### src/hdl/hse_pkg.sv
// ----------------------------------------------------------------------------
// hse_pkg: shared types and constants of the heap sort engine
// Command and status words between controller and datapath, store selects.
// ----------------------------------------------------------------------------
`default_nettype none

package hse_pkg;

  localparam int DATA_W    = 32;
  localparam int DEPTH_DEF = 64;

  // store read address select
  typedef enum logic [2:0] {
    RA_H    = 3'd0,  // heapify start node
    RA_LC   = 3'd1,  // left child of current node
    RA_RC   = 3'd2,  // right child of current node
    RA_I    = 3'd3,  // end of heap during extraction
    RA_ROOT = 3'd4,  // root
    RA_K    = 3'd5   // output index
  } rd_sel_t;

  // store write select
  typedef enum logic [2:0] {
    WR_NONE = 3'd0,
    WR_LOAD = 3'd1,  // input word at fill count
    WR_CUR  = 3'd2,  // sifted word into its final slot
    WR_BEST = 3'd3,  // larger child moves up
    WR_ROOT = 3'd4   // old root to end of heap
  } wr_sel_t;

  typedef struct packed {
    wr_sel_t wr_sel;
    logic    rd_en;
    rd_sel_t rd_sel;
    logic    setup;        // latch set size, heapify start, extraction end
    logic    cur_from_rd;  // sift word from read data
    logic    best_left;    // left child becomes candidate
    logic    best_right;   // right child replaces candidate if larger
    logic    pos_to_h;
    logic    pos_to_best;
    logic    pos_to_root;
    logic    len_to_i;
    logic    h_dec;
    logic    i_dec;
    logic    emit;         // read next output word
    logic    set_done;     // clear fill count and overflow flag
  } hse_cmd_t;

  typedef struct packed {
    logic lc_in;        // left child inside heap
    logic rc_in;        // right child inside heap
    logic best_gt_cur;  // larger child beats sift word
    logic n_small;      // fewer than two words held
    logic h_zero;
    logic i_one;
    logic k_last;
  } hse_sts_t;

endpackage

`default_nettype wire

### src/hdl/hse_datapath.sv
// ----------------------------------------------------------------------------
// hse_datapath: element store, sift registers and output register
// Single write port and single registered read port on the store.
// ----------------------------------------------------------------------------
`default_nettype none

module hse_datapath
  import hse_pkg::*;
#(
  parameter int DEPTH = DEPTH_DEF
) (
  input  wire logic                     clk,
  input  wire logic                     rst_n,
  input  wire hse_cmd_t                 cmd,
  output hse_sts_t                      sts,
  input  wire logic signed [DATA_W-1:0] in_value,
  output logic                          out_strobe,
  output logic signed [DATA_W-1:0]      out_sorted_value,
  output logic                          out_end_of_set,
  output logic                          out_overflow
);

  localparam int AW = $clog2(DEPTH);
  localparam int CW = $clog2(DEPTH + 1);
  localparam int XW = AW + 2;  // child index width, holds 2*DEPTH

  logic [DATA_W-1:0] store_mem [DEPTH];

  logic [CW-1:0]     count_r;
  logic              ovf_r;
  logic [CW-1:0]     len_r;
  logic [AW-1:0]     h_r;
  logic [AW-1:0]     i_r;
  logic [AW-1:0]     k_r;
  logic [AW-1:0]     pos_r;
  logic [DATA_W-1:0] cur_r;
  logic [DATA_W-1:0] best_r;
  logic [AW-1:0]     best_idx_r;
  logic [DATA_W-1:0] rd_q_r;
  logic              emit_d1_r;
  logic              last_d1_r;
  logic              out_strobe_r;
  logic [DATA_W-1:0] out_value_r;
  logic              out_eos_r;
  logic              out_ovf_r;

  logic [XW-1:0]     lc;
  logic [XW-1:0]     rc;
  logic              full;
  logic              rd_gt_best;
  logic [AW-1:0]     rd_addr;
  logic              wr_en;
  logic [AW-1:0]     wr_addr;
  logic [DATA_W-1:0] wr_data;

  assign lc         = XW'({pos_r, 1'b1});
  assign rc         = lc + XW'(1);
  assign full       = (count_r == CW'(DEPTH));
  assign rd_gt_best = $signed(rd_q_r) > $signed(best_r);

  assign sts.lc_in       = lc < XW'(len_r);
  assign sts.rc_in       = rc < XW'(len_r);
  assign sts.best_gt_cur = $signed(best_r) > $signed(cur_r);
  assign sts.n_small     = count_r < CW'(2);
  assign sts.h_zero      = (h_r == '0);
  assign sts.i_one       = (i_r == AW'(1));
  assign sts.k_last      = (CW'(k_r) + CW'(1)) == count_r;

  always_comb begin
    case (cmd.rd_sel)
      RA_H:    rd_addr = h_r;
      RA_LC:   rd_addr = lc[AW-1:0];
      RA_RC:   rd_addr = rc[AW-1:0];
      RA_I:    rd_addr = i_r;
      RA_ROOT: rd_addr = '0;
      RA_K:    rd_addr = k_r;
      default: rd_addr = '0;
    endcase
  end

  always_comb begin
    wr_en   = 1'b0;
    wr_addr = pos_r;
    wr_data = cur_r;
    unique case (cmd.wr_sel)
      WR_NONE: wr_en = 1'b0;
      WR_LOAD: begin
        wr_en   = !full;
        wr_addr = count_r[AW-1:0];
        wr_data = in_value;
      end
      WR_CUR:  wr_en = 1'b1;
      WR_BEST: begin
        wr_en   = 1'b1;
        wr_data = best_r;
      end
      WR_ROOT: begin
        wr_en   = 1'b1;
        wr_addr = i_r;
        wr_data = rd_q_r;
      end
      default: wr_en = 1'b0;
    endcase
  end

  // store: one write, one registered read per cycle
  always_ff @(posedge clk) begin
    if (wr_en) begin
      store_mem[wr_addr] <= wr_data;
    end
    if (cmd.rd_en) begin
      rd_q_r <= store_mem[rd_addr];
    end
  end

  // fill count and overflow
  always_ff @(posedge clk) begin
    if (!rst_n) begin
      count_r <= '0;
      ovf_r   <= 1'b0;
    end else if (cmd.set_done) begin
      count_r <= '0;
      ovf_r   <= 1'b0;
    end else if (cmd.wr_sel == WR_LOAD) begin
      if (full) begin
        ovf_r <= 1'b1;
      end else begin
        count_r <= count_r + CW'(1);
      end
    end
  end

  // sift and loop registers
  always_ff @(posedge clk) begin
    if (cmd.setup) begin
      len_r <= count_r;
      h_r   <= AW'((count_r >> 1) - CW'(1));
      i_r   <= AW'(count_r - CW'(1));
      k_r   <= '0;
    end else begin
      if (cmd.len_to_i) len_r <= CW'(i_r);
      if (cmd.h_dec)    h_r   <= h_r - AW'(1);
      if (cmd.i_dec)    i_r   <= i_r - AW'(1);
      if (cmd.emit)     k_r   <= k_r + AW'(1);
    end
    if (cmd.pos_to_h) begin
      pos_r <= h_r;
    end else if (cmd.pos_to_best) begin
      pos_r <= best_idx_r;
    end else if (cmd.pos_to_root) begin
      pos_r <= '0;
    end
    if (cmd.cur_from_rd) cur_r <= rd_q_r;
    if (cmd.best_left) begin
      best_r     <= rd_q_r;
      best_idx_r <= lc[AW-1:0];
    end else if (cmd.best_right && rd_gt_best) begin
      best_r     <= rd_q_r;
      best_idx_r <= rc[AW-1:0];
    end
  end

  // output register, loaded from the registered store read data
  always_ff @(posedge clk) begin
    if (!rst_n) begin
      emit_d1_r    <= 1'b0;
      out_strobe_r <= 1'b0;
    end else begin
      emit_d1_r    <= cmd.emit;
      out_strobe_r <= emit_d1_r;
    end
  end

  always_ff @(posedge clk) begin
    last_d1_r <= cmd.emit && sts.k_last;
    if (emit_d1_r) begin
      out_value_r <= rd_q_r;
      out_eos_r   <= last_d1_r;
      out_ovf_r   <= ovf_r;
    end
  end

  assign out_strobe       = out_strobe_r;
  assign out_sorted_value = out_value_r;
  assign out_end_of_set   = out_eos_r;
  assign out_overflow     = out_ovf_r;

  a_eos_closes_run: assert property (@(posedge clk) disable iff (!rst_n)
    out_strobe_r && out_eos_r |=> !out_strobe_r)
    else $error("word after end of set");

  a_swap_moves_down: assert property (@(posedge clk) disable iff (!rst_n)
    cmd.wr_sel == WR_BEST |-> best_idx_r > pos_r)
    else $error("sift moved to a node that is not a child");

  a_rc_inside_heap: assert property (@(posedge clk) disable iff (!rst_n)
    cmd.rd_en && cmd.rd_sel == RA_RC |-> sts.rc_in)
    else $error("right child read outside heap");

endmodule

`default_nettype wire

### src/hdl/hse_ctrl.sv
// ----------------------------------------------------------------------------
// hse_ctrl: sequencer of the heap sort engine
// Loads words, runs heapify and extraction sift passes, streams the result.
// ----------------------------------------------------------------------------
`default_nettype none

module hse_ctrl
  import hse_pkg::*;
(
  input  wire logic     clk,
  input  wire logic     rst_n,
  input  wire logic     start,
  input  wire logic     in_last,
  output logic          busy,
  output hse_cmd_t      cmd,
  input  wire hse_sts_t sts
);

  typedef enum logic [13:0] {
    ST_IDLE   = 14'h0001,
    ST_SETUP  = 14'h0002,
    ST_B_RD   = 14'h0004,  // read heapify node
    ST_B_CUR  = 14'h0008,
    ST_CHK    = 14'h0010,  // sift step: test left child
    ST_LC     = 14'h0020,
    ST_RC     = 14'h0040,
    ST_CMP    = 14'h0080,
    ST_NEXT   = 14'h0100,
    ST_X_RD   = 14'h0200,  // read end of heap
    ST_X_ROOT = 14'h0400,
    ST_X_SWAP = 14'h0800,
    ST_EMIT   = 14'h1000,
    ST_DONE   = 14'h2000
  } state_t;

  state_t state_r, state_nxt;
  logic   build_r, build_nxt;

  always_comb begin
    state_nxt = state_r;
    build_nxt = build_r;
    cmd       = '0;
    unique case (state_r)
      ST_IDLE: begin
        if (start) begin
          cmd.wr_sel = WR_LOAD;
          if (in_last) state_nxt = ST_SETUP;
        end
      end
      ST_SETUP: begin
        cmd.setup = 1'b1;
        build_nxt = 1'b1;
        state_nxt = sts.n_small ? ST_EMIT : ST_B_RD;
      end
      ST_B_RD: begin
        cmd.rd_en    = 1'b1;
        cmd.rd_sel   = RA_H;
        cmd.pos_to_h = 1'b1;
        state_nxt    = ST_B_CUR;
      end
      ST_B_CUR: begin
        cmd.cur_from_rd = 1'b1;
        state_nxt       = ST_CHK;
      end
      ST_CHK: begin
        if (sts.lc_in) begin
          cmd.rd_en  = 1'b1;
          cmd.rd_sel = RA_LC;
          state_nxt  = ST_LC;
        end else begin
          cmd.wr_sel = WR_CUR;
          state_nxt  = ST_NEXT;
        end
      end
      ST_LC: begin
        cmd.best_left = 1'b1;
        if (sts.rc_in) begin
          cmd.rd_en  = 1'b1;
          cmd.rd_sel = RA_RC;
          state_nxt  = ST_RC;
        end else begin
          state_nxt = ST_CMP;
        end
      end
      ST_RC: begin
        cmd.best_right = 1'b1;
        state_nxt      = ST_CMP;
      end
      ST_CMP: begin
        if (sts.best_gt_cur) begin
          cmd.wr_sel      = WR_BEST;
          cmd.pos_to_best = 1'b1;
          state_nxt       = ST_CHK;
        end else begin
          cmd.wr_sel = WR_CUR;
          state_nxt  = ST_NEXT;
        end
      end
      ST_NEXT: begin
        if (build_r) begin
          if (sts.h_zero) begin
            build_nxt = 1'b0;
            state_nxt = ST_X_RD;
          end else begin
            cmd.h_dec = 1'b1;
            state_nxt = ST_B_RD;
          end
        end else if (sts.i_one) begin
          state_nxt = ST_EMIT;
        end else begin
          cmd.i_dec = 1'b1;
          state_nxt = ST_X_RD;
        end
      end
      ST_X_RD: begin
        cmd.rd_en  = 1'b1;
        cmd.rd_sel = RA_I;
        state_nxt  = ST_X_ROOT;
      end
      ST_X_ROOT: begin
        cmd.cur_from_rd = 1'b1;
        cmd.rd_en       = 1'b1;
        cmd.rd_sel      = RA_ROOT;
        state_nxt       = ST_X_SWAP;
      end
      ST_X_SWAP: begin
        cmd.wr_sel      = WR_ROOT;
        cmd.pos_to_root = 1'b1;
        cmd.len_to_i    = 1'b1;
        state_nxt       = ST_CHK;
      end
      ST_EMIT: begin
        cmd.rd_en  = 1'b1;
        cmd.rd_sel = RA_K;
        cmd.emit   = 1'b1;
        if (sts.k_last) state_nxt = ST_DONE;
      end
      ST_DONE: begin
        cmd.set_done = 1'b1;
        state_nxt    = ST_IDLE;
      end
      default: state_nxt = ST_IDLE;
    endcase
  end

  always_ff @(posedge clk) begin
    if (!rst_n) begin
      state_r <= ST_IDLE;
      build_r <= 1'b0;
    end else begin
      state_r <= state_nxt;
      build_r <= build_nxt;
    end
  end

  assign busy = (state_r != ST_IDLE);

  a_busy_ends_after_done: assert property (@(posedge clk) disable iff (!rst_n)
    $fell(busy) |-> $past(state_r) == ST_DONE)
    else $error("busy dropped before the run finished");

endmodule

`default_nettype wire

### src/hdl/heap_sort_engine_core.sv
// ----------------------------------------------------------------------------
// heap_sort_engine_core: collecting in-place heap sorter for signed words
// Top level joining the sequencer and the store datapath.
// ----------------------------------------------------------------------------
// Words are written while busy is low, one per cycle (start high, busy low).
// The word with in_last high closes the set and busy rises. Up to DEPTH words
// are kept; later words of the same set are dropped and every result of the
// set then has out_overflow high. The set is heap sorted in the store, then
// streamed out ascending, one word per cycle on out_strobe, the final one with
// out_end_of_set. The receiver cannot stall: each result is valid for exactly
// one cycle. Sort time is set by the store's single read port: a sift level
// reads the children one at a time, compares, then writes back; extraction
// moves the old root to the end of the heap and sifts the end word down from
// the root. busy drops in the cycle the last result is shown, and a new set
// may start right then.
// ----------------------------------------------------------------------------
`default_nettype none

module heap_sort_engine_core
  import hse_pkg::*;
#(
  parameter int DEPTH = DEPTH_DEF  // store depth, 2 to 64
) (
  input  wire logic                     clk,
  input  wire logic                     rst_n,
  // input words
  input  wire logic                     start,
  output logic                          busy,
  input  wire logic signed [DATA_W-1:0] in_value,
  input  wire logic                     in_last,
  // sorted words
  output logic                          out_strobe,
  output logic signed [DATA_W-1:0]      out_sorted_value,
  output logic                          out_end_of_set,
  output logic                          out_overflow
);

  hse_cmd_t cmd;
  hse_sts_t sts;

  // controller: load, heapify, extraction and stream sequencing
  hse_ctrl u_ctrl (
    .clk     (clk),
    .rst_n   (rst_n),
    .start   (start),
    .in_last (in_last),
    .busy    (busy),
    .cmd     (cmd),
    .sts     (sts)
  );

  // datapath: store, sift registers, output register
  hse_datapath #(
    .DEPTH (DEPTH)
  ) u_datapath (
    .clk              (clk),
    .rst_n            (rst_n),
    .cmd              (cmd),
    .sts              (sts),
    .in_value         (in_value),
    .out_strobe       (out_strobe),
    .out_sorted_value (out_sorted_value),
    .out_end_of_set   (out_end_of_set),
    .out_overflow     (out_overflow)
  );

endmodule

`default_nettype wire

### config.mk
export PLATFORM = sky130hd
export DESIGN_NAME = heap_sort_engine_core
export DESIGN_NICKNAME = d
export VERILOG_FILES = /design/src/hdl/hse_pkg.sv /design/src/hdl/hse_datapath.sv /design/src/hdl/hse_ctrl.sv /design/src/hdl/heap_sort_engine_core.sv
export SDC_FILE = /design/constraint.sdc
export NUM_CORES = 2
export LEC_CHECK = 0
export ABC_CLOCK_PERIOD_IN_PS = 7100
export BUFFER_PORTS_ARGS = -buffer_cell sky130_fd_sc_hd__buf_2
export CAP_MARGIN = 10
export CORE_MARGIN = 4
export CORE_UTILIZATION = 25
export CTS_CLUSTER_SIZE = 16
export DETAILED_ROUTE_END_ITERATION = 10
export SLEW_MARGIN = 20
export SYNTH_ARGS = -nofsm -noshare
export SYNTH_HDL_FRONTEND = slang
export SYNTH_SLANG_ARGS = --single-unit
### constraint.sdc
create_clock -name clk -period 7.1 [get_ports clk]
set_input_delay 0.71 -clock clk [delete_from_list [all_inputs] [get_ports clk]]
set_output_delay 0.71 -clock clk [all_outputs]
set_load 0.02 [all_outputs]
; After elaboration in Yosys (flattened, before gate mapping)
; Memory sizes are Yosys's and may differ from the RTL's. A register that Yosys moved wholly into a read port is not among the register bits.
; Index checks and enable logic that the tools add are counted.
[word_totals]
ff_bits = 161
mem_bits_rw = 2048
out_inout_bits = 36
elab_cells = 135
memories = 1
[memory_table]
columns = name, depth, word_bits, read_ports, rd_clocked_by_memory_dff, write_ports, line
row1 = u_datapath.store_mem, 64, 32, 1, 1, 1, hse_datapath.sv:27  ; logic [DATA_W-1:0] store_mem [DEPTH];
[op_classes]
n_addsub = 8
n_lt_le_gt_ge = 5
eq_ne = 29
n_mux = 53
n_bitwise = 2
reduce_logical = 18
[op_table]
columns = cell, n
row1 = 14-bit one-hot mux with 12 select lines, 1
row2 = 32-bit one-hot mux with 3 select lines, 1
row3 = 32-bit greater-than comparator, 2
row4 = 32-bit two-way mux, 2
row5 = 6-bit two-way mux, 9
row6 = 14-bit two-way mux, 3
row7 = 13-bit two-way mux, 3
row8 = 6-bit one-hot mux with 5 select lines, 1
row9 = 4-bit one-hot mux with 6 select lines, 1
row10 = "6-bit by 1-bit subtractor with 6-bit output, second input constant", 4
row11 = 9-bit two-way mux, 2
row12 = 1-bit two-way mux, 17
row13 = "14-bit by 1-bit equality test with 1-bit output, second input constant", 1
row14 = "14-bit by 10-bit equality test with 1-bit output, second input constant", 1
row15 = "14-bit by 11-bit equality test with 1-bit output, second input constant", 1
row16 = "14-bit by 12-bit equality test with 1-bit output, second input constant", 1
row17 = "14-bit by 13-bit equality test with 1-bit output, second input constant", 1
row18 = "14-bit equality test, second input constant", 1
row19 = "14-bit by 2-bit equality test with 1-bit output, second input constant", 1
row20 = "14-bit by 3-bit equality test with 1-bit output, second input constant", 1
row21 = "14-bit by 4-bit equality test with 1-bit output, second input constant", 1
row22 = "14-bit by 5-bit equality test with 1-bit output, second input constant", 1
row23 = "14-bit by 6-bit equality test with 1-bit output, second input constant", 1
row24 = "14-bit by 7-bit equality test with 1-bit output, second input constant", 1
row25 = 37 further kinds, 57

; Depth between registers and ports, before layout
[logic_depth]
word_depth = 8
depth_mapped = 20
depth_no_buf = 15

; Hierarchy
; A second synthesis with hierarchy kept.
[hier_totals]
cells_unflattened = 7293
hier_area_um2 = 92122.1
[modules_own_cells]
columns = mod, n_inst, cells_per_inst, area_each_um2, seq_area_each_um2
row1 = hse_datapath, 1, 7155, 91052.3, 66663.9
row2 = hse_ctrl, 1, 138, 1069.8, 300.3

; Worst setup path before layout
; Ideal clock, no wire load.
[synth_path]
path_kind = register -> register
from = register u_datapath.best_r[1]
to = memory u_datapath.store_mem[0][11], data pin
arrival_time_ps = 4916
t_required_ps = 6512
setup_slack_ps = 1596
path_stages_with_launch = 14
synth_period_minus_slack_ps = 5504
cell_sequence = edfxtp_1 -> ha_1 -> nor2b_1 -> o21a_1 -> o21ai_0 -> a21oi_1 -> o31a_1 -> o21ai_0 -> a21oi_1 -> a2111oi_0 -> clkbuf_1 -> clkbuf_1 -> nor2_1 -> a31oi_1
[synth_between]
elab_chain_cells = 5
[synth_lines]
columns = element, line
row1 = "start, declared", hse_datapath.sv:37  ; logic [DATA_W-1:0] best_r;
row2 = "start signal, assigned", hse_datapath.sv:155  ; best_r <= rd_q_r;
row3 = "start signal, assigned", hse_datapath.sv:158  ; best_r <= rd_q_r;
row4 = 32-bit greater-than comparator *, hse_datapath.sv:63  ; assign sts.best_gt_cur = $signed(best_r) > $signed(cur_r);
row5 = 1-bit two-way mux *, hse_ctrl.sv:90  ; if (sts.best_gt_cur) begin
row6 = 3-bit one-hot mux with 4 select lines *, hse_ctrl.sv:43  ; unique case (state_r)
row7 = "3-bit equality test, or another cell as far along", hse_datapath.sv:85  ; unique case (cmd.wr_sel)
row8 = 32-bit one-hot mux with 3 select lines *, hse_datapath.sv:85
row9 = net u_datapath.wr_data[11], hse_datapath.sv:54  ; logic [DATA_W-1:0] wr_data;
row10 = "end, declared", hse_datapath.sv:27
; The timed path passes the listed nets; every way through them passes the cells marked *.

; Final worst setup path
[layout_path]
from = register u_datapath.pos_r[0]
to = register u_datapath.rd_q_r[15], read port of u_datapath.store_mem, data pin
[layout_between]
elab_chain_cells = 6
[layout_lines]
columns = element, line
row1 = "start, declared", hse_datapath.sv:35  ; logic [AW-1:0] pos_r;
row2 = "start signal, assigned", hse_datapath.sv:147  ; pos_r <= h_r;
row3 = "start signal, assigned", hse_datapath.sv:149  ; pos_r <= best_idx_r;
row4 = 7-bit by 1-bit adder with 8-bit output, hse_datapath.sv:57  ; assign rc = lc + XW'(1);
row5 = 8-bit by 7-bit < comparator with 1-bit output, hse_datapath.sv:62  ; assign sts.rc_in = rc < XW'(len_r);
row6 = 4-bit two-way mux, hse_ctrl.sv:77  ; if (sts.rc_in) begin
row7 = 4-bit one-hot mux with 6 select lines, hse_ctrl.sv:43
row8 = "3-bit equality test, or another cell as far along", hse_datapath.sv:70  ; case (cmd.rd_sel)
row9 = 6-bit one-hot mux with 5 select lines, hse_datapath.sv:70
row10 = "end, declared", hse_datapath.sv:39  ; logic [DATA_W-1:0] rd_q_r;
; Parallel ways exist; a longest one is shown, timed or not.
; A chain may end at the register's enable or synchronous reset.

==> metrics.md <==
| Metric | Value |
|---|---|
| Status | `finished, violations left` |
| Violated checks | `design-rule violations` |
| Area contributors post-synth | `edfxtp_1, mux2i_1, nand2_1` |
| Proportion of layout cells with a drive suffix above 1 | `0.126` |
| Dominant cell type by area after synthesis | `edfxtp_1` |
| Synth Area in Simple Gates | `0.105` |
| Via count | `59800` |
| Hold Crit Depth | `2` |
| Synth Instances | `6540` |
| Number of global-route vias before repair | `56500` |
| Detailed Route WL | `296000 µm` |
| Quantity of I/O buffers inserted on ports | `71` |
| Count of state elements after synthesis | `2241` |
| Max_cap viols | `0` |
| Final min period | `6.30 ns` |
| Reg clk slew, reported paths | `0.07 ns` |
| Die width | `616 µm` |
| Worst Reg-to-Reg Cells | `16` |
| Starting Density | `0.251` |
| Max stage delay on crit path | `0.83 ns` |
| Post-synth EDFFs | `2208` |
| Reg-to-Reg Start | `u_datapath.pos_r[0]` |
| Worst Setup Start Kind | `register` |
| Pwr dens | `284 nW/µm²` |
| Max Clock Freq | `159 MHz` |
| Clk sinks | `2241` |
| Internal reg-to-reg setup slack | `0.80 ns` |
| Reg2reg end | `u_datapath.rd_q_r[15]` |
| Post-synth ARST share | `0` |
| Multi-input logic area | `24100 µm²` |
| Crit path DAT | `6.92 ns` |
| Die area | `380000 µm²` |
| Drt drc | `2` |
| Mux cell area share after synthesis | `0.0371` |
| Critical path type | `register to register` |
| TritonRoute pass-1 iters | `11` |
| Register area share after synthesis | `0.724` |
| Hold-fix buffers at CTS | `0` |
| Most common flop cell mapped by yosys | `edfxtp_1` |
| Post-detail-place hpwl | `178000 µm` |
| Synth Cell Area | `92500 µm²` |
| Setup Total Neg Slack | `0 ns` |
| Adder-cell area share of the yosys netlist | `0.0119` |
| Leakage | `34.8 nW` |
| Worst setup EP type | `register` |
| Postcts setup bufs | `0` |
| Worst slew pin tran | `1.19 ns` |
| Post-DR wirelength/cell | `25.2 µm` |
| Rows | `223` |
| Peak supply drop | `0.000228 V` |
| Num ports | `72` |
| Post-synthesis xor/xnor area fraction | `0.00369` |
| Yosys top cell area share | `0.717` |
| Hold WS | `0.189 ns` |
| GRT overflow | `0` |
| RSZ-0062 raised after global routing | `false` |
| H-tree lvl count | `4` |
| Global-route wire length before repair | `419000 µm` |
| Top-count cell post-synth | `edfxtp_1` |
| Slack of the critical path | `0.802 ns` |
| Max Buffers Root-to-Sink | `3` |
| Tot Pwr | `30.5 mW` |
| Cell count after placement | `11300` |
| TritonCTS clock tree | `built` |
| Largest net degree at the start of global routing | `147` |
| Slowest CP cell | `nor3b_2` |
| Die Span Y | `616 µm` |
| Worst-path cell chain | `ha_1, nand3_1, xor2_1, inv_1, ha_1, nand3_1, a21oi_1, o31ai_2, nor3b_2, nor2_1, buf_4, nor2_4, buf_4, o21ai_0, o2111ai_1, o22ai_1` |
| Worst hold start | `rst_n` |
| Avg Vias per Cell | `5.08` |
| Num CTS Buffers | `226` |
| Total track usage | `0.149` |
| Slew headroom | `0.200` |
| Antenna Nets Post-Route | `0` |
| Antenna violations before repair | `14` |
| Main combinational cell family by area after synthesis | `simple AND/OR/NAND/NOR gates` |
| Fin. Hold Viols | `0` |
| Slew Limit Fails | `0` |
| Final number of setup-violating endpoints | `0` |
| Final nets | `6745` |
| Yosys cell types | `87` |
| Initial DRC count | `8378` |
| Dpl ws | `1.04 ns` |
| Compound-Gate Fraction of Synth Area | `0.0931` |
| Layout area overhead | `16.3%` |
| Non-filler cells, final | `11800` |
| Worst skew pair latency | `0.93 ns` |
| Core area | `369000 µm²` |
| Hold endpoint | `u_ctrl.state_r[12]` |
| Avg Synthesized Cell Area | `14.1 µm²` |
| Top cells by count, synth | `edfxtp_1, nand2_1, nor2_1, nor3_1, mux2i_1` |
| WP data required | `7.72 ns` |
| Fin Clk Skew | `0.123 ns` |
| Yosys warnings | `0` |
| Register Area | `67000 µm²` |
| Cts repair resizes | `0` |
| Class of the worst hold path | `input pin to register` |
| Worst-path maximum fanout | `22` |
| Final Cycle Share | `0.887` |
| # fillers | `36500` |
| CTS Root Buffer Type | `clkbuf_16` |
| Synth Net Count | `6664` |
| Routability cong. | `0.907` |
==> sequential cells by signal, summed over array words and instances, names as in the netlist, 7 cells and up <==
signal	count
u_datapath.store_mem	2048
u_datapath.rd_q_r	32
u_ctrl.state_r	14
u_datapath.count_r	7
u_datapath.out_sorted_value	32
u_datapath.cur_r	32
u_datapath.len_r	7
u_datapath.best_r	32
==> area by class of cell <==
type | count | share of cell area
Inverter | 94 | 0.00328
Timing Repair Buffer | 311 | 0.0246
Clock buffer | 269 | 0.0545
Antenna cell | 3 | 0.0000698
Tap cell | 4950 | 0.0576
Clock inverter | 148 | 0.0134
Sequential cell | 2241 | 0.623
Multi-Input combinational cell | 3747 | 0.224
==> placed cells by master, fill, tap and decap left out, drive strengths merged, types with 49 or more instances in the layout <==
cell type	n
edfxtp	2208
nand2	744
nor2	413
nor3	349
mux2i	338
buf	311
clkbuf	269
a21oi	205
or3	183
nand3	178
o21ai	163
o211ai	152
clkinv	119
a31oi	101
inv	98
and3	88
ha	88
o311ai	72
o22ai	63
a22oi	51
o31ai	49
==> metrics by stage <==
| stage | utilization | cell area [µm²] |
|---|---|---|
| final | 0.292 | 108000 |
| after detailed placement | 0.272 | 100000 |
| after global routing | 0.292 | 108000 |
| after floorplan | - | 92500 |
| after CTS | 0.291 | 107000 |
| after global placement | 0.271 | 100000 |
==> worst max-delay path: cells and delay by family, from the launching register on <==
kind / cells / cell delay (ns)
adder cells (fa/ha/maj): 2 / 0.61
buffers and inverters: 3 / 0.73
XOR/XNOR: 1 / 0.22
AO/OA/AOI/OAI: 5 / 1.98
flip-flops: 1 / 0.53
AND/OR/NAND/NOR: 5 / 1.84
==> cell families after synthesis <==
| group | count (synthesis) |
|---|---|
| fa+ha+maj | 88 |
| compound gates | 1185 |
| mux | 342 |
| buf+inv | 552 |
| flops | 2241 |
| simple gates | 2093 |
| xor+xnor | 39 |
==> report_power, final <==
| group | switching [mW] | internal [mW] |
|---|---|---|
| sequential | 0.0543 | 15.5 |
| clock | 5.17 | 6.59 |
| combinational | 2.59 | 0.662 |
==> routing by layer <==
| metal | share of wire | GRT usage | vias to the layer above | wire length, µm |
|---|---|---|---|---|
| met5 | 0 | 0 | - | 0 |
| met4 | 0.039 | 0.0550 | 0 | 11600 |
| met3 | 0.11 | 0.0354 | 464 | 33400 |
| met2 | 0.44 | 0.225 | 3504 | 131000 |
| met1 | 0.41 | 0.207 | 30400 | 121000 |
| li1 | - | - | 25500 | - |
==> worst max-delay path by stage <==
stage                                     from                     endpoint  slack, ns  depth (start not counted)
after floorplan           u_datapath.best_r[1]  u_datapath.store_mem[0][11]       1.60                         13
after global placement     u_datapath.pos_r[0]        u_datapath.rd_q_r[13]       1.05                         16
after detailed placement   u_datapath.pos_r[0]        u_datapath.rd_q_r[13]       1.04                         16
after CTS                  u_datapath.pos_r[0]         u_datapath.rd_q_r[2]       0.91                         16
after global routing       u_datapath.pos_r[0]        u_datapath.rd_q_r[15]       0.61                         16
final                      u_datapath.pos_r[0]        u_datapath.rd_q_r[15]       0.80                         16
Power figures use the tool's default switching activity.
